### config.mk
export PLATFORM = sky130hd
export DESIGN_NAME = morph_cell
export DESIGN_NICKNAME = d
export VERILOG_FILES = /design/src/rtl/morph_pkg.sv /design/src/rtl/morph_cell.sv
export SDC_FILE = /design/constraint.sdc
export NUM_CORES = 1
export LEC_CHECK = 0
export BUFFER_PORTS_ARGS = -buffer_cell sky130_fd_sc_hd__buf_2
export CORE_MARGIN = 1
export CORE_UTILIZATION = 41
export DETAILED_ROUTE_END_ITERATION = 7
export PLACE_DENSITY = 0.83
export SLEW_MARGIN = 20
export SYNTH_ARGS = -nofsm -noshare
export SYNTH_HDL_FRONTEND = slang
export SYNTH_SLANG_ARGS = --single-unit
### constraint.sdc
create_clock -name aclk -period 1.46 [get_ports aclk]
set_input_delay 0.073 -clock aclk [delete_from_list [all_inputs] [get_ports aclk]]
set_output_delay 0.073 -clock aclk [all_outputs]
set_load 0.05 [all_outputs]
### src/rtl/morph_pkg.sv
`timescale 1ns / 1ps
`default_nettype none
// ----------------------------------------------------------------------------
// morph_pkg
// Shared types, constants and window reduction helpers for the 3x3
// erode/dilate core.
// ----------------------------------------------------------------------------
package morph_pkg;

    localparam int PIX_W         = 8;
    localparam int CFG_W         = 12;
    localparam int CFG_IDX_W     = 2;
    localparam int MAX_WIDTH_DEF = 2048;
    localparam int NUM_CELLS     = 2;    // stored window columns

    localparam logic [CFG_IDX_W-1:0] REG_FRAME_WIDTH  = 2'd0;
    localparam logic [CFG_IDX_W-1:0] REG_FRAME_HEIGHT = 2'd1;
    localparam logic [CFG_IDX_W-1:0] REG_MORPH_MODE   = 2'd2;

    localparam logic [CFG_W-1:0] FRAME_WIDTH_RST  = 12'd640;
    localparam logic [CFG_W-1:0] FRAME_HEIGHT_RST = 12'd480;
    localparam logic             MODE_ERODE       = 1'b0;
    localparam logic             MODE_DILATE      = 1'b1;

    typedef struct packed {
        logic [PIX_W-1:0] top;
        logic [PIX_W-1:0] mid;
        logic [PIX_W-1:0] bot;
    } morph_col_t;

    typedef struct packed {
        logic [PIX_W-1:0] and_v;
        logic [PIX_W-1:0] or_v;
    } morph_red_t;

    function automatic morph_red_t col_reduce(input morph_col_t col);
        morph_red_t r;
        r.and_v = col.top & col.mid & col.bot;
        r.or_v  = col.top | col.mid | col.bot;
        return r;
    endfunction

    function automatic morph_red_t red_merge(input morph_red_t a, input morph_red_t b);
        morph_red_t r;
        r.and_v = a.and_v & b.and_v;
        r.or_v  = a.or_v | b.or_v;
        return r;
    endfunction

endpackage

`default_nettype wire

### src/rtl/morph_cell.sv
`timescale 1ns / 1ps
`default_nettype none
// ----------------------------------------------------------------------------
// morph_cell
// One stored window column. Shifts in its neighbor's column and folds its
// own AND/OR into the reduction passed along the chain.
// ----------------------------------------------------------------------------
module morph_cell
    import morph_pkg::*;
(
    input  wire logic       aclk,
    input  wire logic       aresetn,
    input  wire logic       shift_en,
    input  wire morph_col_t col_in,
    input  wire morph_red_t red_in,
    output morph_col_t      col_q,
    output morph_red_t      red_out
);

    morph_col_t col_reg;

    always_ff @(posedge aclk) begin
        if (!aresetn) begin
            col_reg <= '0;
        end else if (shift_en) begin
            col_reg <= col_in;
        end
    end

    assign col_q   = col_reg;
    assign red_out = red_merge(red_in, col_reduce(col_reg));

endmodule

`default_nettype wire

==> impl_metrics.ini <==
[global_routing]
grtUsageTotal_pct = 20.90
grt_antenna_before_repair = 0
grt_first_pass_wirelength_um = 4112
grt_max_degree = 25
grt_pass1_vias = 966
overflow = 0

[timing]
period_needed_ns = 1.452
fin_worst_skew_ns = 0
drv_slew = 0
rsz0062_at_grt = yes
fin_crit_sh_pct = 99.43
finalSetupViolCount = 0
max_freq_mhz = 688.9
worst_pin_slew_ns = 0.3416
hold_viol = 0
slew-limit-headroom_pct = 77.22

[final_layout]
fin_nets = 235
multiInputGateArea_um2 = 550.5
ff_latch_area_um2 = 499.2
drive_gt1_share_pct = 63.35
fill_cells = 186
final_core_util_pct = 72.32
areaGrowthSynthToFinish_pct = 67.53
largest_reg_flops = 24
antenna_cells = 0

[drt]
vias_per_cell = 4.946
wl_um = 3158
detail_route.drc_violations = 0
via_count = 1093
first_pass_iters = 4
first_iter_violations = 5
drtAntennaViolNets = 0
routedWlPerCell_um = 14.29

[synthesis]
synth_warnings = 0
synth_commonest_cells = 24 x dfxtp_1, 24 x mux2i_1, 24 x nor2b_1
syn_area_um2 = 1060
synth_top_flop_cell = dfxtp_1
synth.area.top_cells = dfxtp_1 45%, mux2i_1 23%, nor2b_1 14%
synth_top_area_share_pct = 45.34
synth-seq-cells = 24
synthDistinctLibCells = 8
async_flop_share_pct = 0
syn_avg_cell_area_um2 = 11.40
syn_inst = 93
synth_edf_count = 0
ys_seq_area_share_pct = 45.34
synth_nets = 136
synth_top_area_cell = dfxtp_1

[critical_path]
start_kind = flop
rr_startpoint = col_q[19]
crit_start = col_q[4]
criticalPathCategory = reg -> out
worstSetupEndpointType = output port
cp.required_ns = 1.39
ff2ff_path_depth = 4
path_max_fanout = 3
critPathArrivalTime_ns = 1.38

[worst_hold_path]
min_path_cells = 3
hold_class = in -> reg
min-delay-start = col_in[10]

[power_and_ir_drop]
p_switching_w = 0.0005592
irDropWorstVdd_uv = 863.0
p_per_area_nw_per_um2 = 990.6
report.power.total_w = 0.001759
seqPwrFrac_pct = 41.6
power_leakage_nw = 0.9457
swShare_pct = 31.80
internal_power_w = 0.001200
combPwrFrac_pct = 31.0
power_frac_clock_pct = 27.3

[flow_run]
max_cap_violations = 0

[clock_network]
cts_sinks = 24
cts_made_buffers = 3
clk_pin_slew_worst_paths_ns = 0.14
clk_latency_ns = 0.32
cts_root_buffer = clkbuf_4
ctsLongestPathBuffers = 2
cts_tree = built
cts_max_level = 1

[die]
die_height_um = 52.84
die_x_um = 52.84
ios = 83
start_util_pct = 43.17
dieArea_um2 = 2792
fp.coreArea_um2 = 2455
core.rowCount = 18

[placed_design]
place.gp.congestion = 0.7252
io_buffers = 82
dp_hpwl_um = 1839

[run_status]
status = completed
==> critical path, cell delays in order, from the launching register on <==
cell	delay [ns]
dfxtp_2	0.36
or4_4	0.53
buf_8	0.17
==> cell families after synthesis <==
family / share of synthesized area (%)
buffers and inverters: 5.549
DFF: 45.34
muxes: 22.67
and+or+nand+nor: 26.45
==> final timing paths <==
kind	to	slack, ns
min reg2reg	col_q[22]	0.55
max	red_out[4]	0.008
min	col_q[10]	0.004
max reg2reg	col_q[19]	0.55
==> cell usage in the layout, fill, tap and decap left out, types with 2 or more instances in the layout <==
cell type	instances
clkbuf_4	3
and4_1	8
nor2b_1	24
mux2i_1	24
dlygate4sd3_1	5
or4_4	8
dfxtp_1	9
buf_6	2
buf_4	11
dfxtp_2	15
buf_8	6
buf_2	74
==> through the flow <==
stage          area, µm²  hold WS [ns]  setup TNS, ns  std cells  worst slack [ns]
2_1_floorplan       1060        0.2012              0         93           0.08441
3_3_place_gp        1469        0.3289              0        201            0.3607
3_5_place_dp        1469        0.3377              0        201            0.3385
4_1_cts             1663     0.0009037              0        215         0.0001714
5_1_grt             1775    -0.0008454       -0.08441        221          -0.02347
6_report            1775      0.004022              0        221          0.008341
==> per-layer routing <==
| layer | part of all wire [%] | vias to the layer above | track usage (%) | wire [µm] |
|---|---|---|---|---|
| li1 | - | 533 | - | - |
| met2 | 56 | 48 | 41.14 | 1769 |
| met3 | 5.1 | 4 | 2.899 | 161 |
| met4 | 1.3 | 0 | 7.895 | 40 |
| met1 | 38 | 508 | 21.72 | 1187 |
| met5 | 0 | - | 0 | 0 |
==> layout make-up <==
cell class	count	share of cell area, %
multi-input combinational	64	31.01
clock inverter	1	1.691
timing repair buffer	99	35.80
tap	30	2.114
sequential	24	28.12
clock buffer	3	1.269
==> power groups by stage <==
stage,sequential (W),clock (W),combinational (W)
floorplan,0.000872,0,0.000187
global placement,0.000736,0,0.000429
detailed placement,0.000741,0,0.000435
CTS,0.000725,0.000493,0.000488
global route,0.000737,0.000517,0.000571
finish,0.000732,0.000481,0.000546
==> what timing repair did <==
item / in CTS / in global routing
endpoints found under the hold margin: 5 / 0
hold buffers: 5 / 0
pin swaps: 0 / 6
gates resized for setup: 21 / 24
setup endpoints to repair: 8 / 8
buffers inserted: 5 / 6
Power figures use the tool's default switching activity.
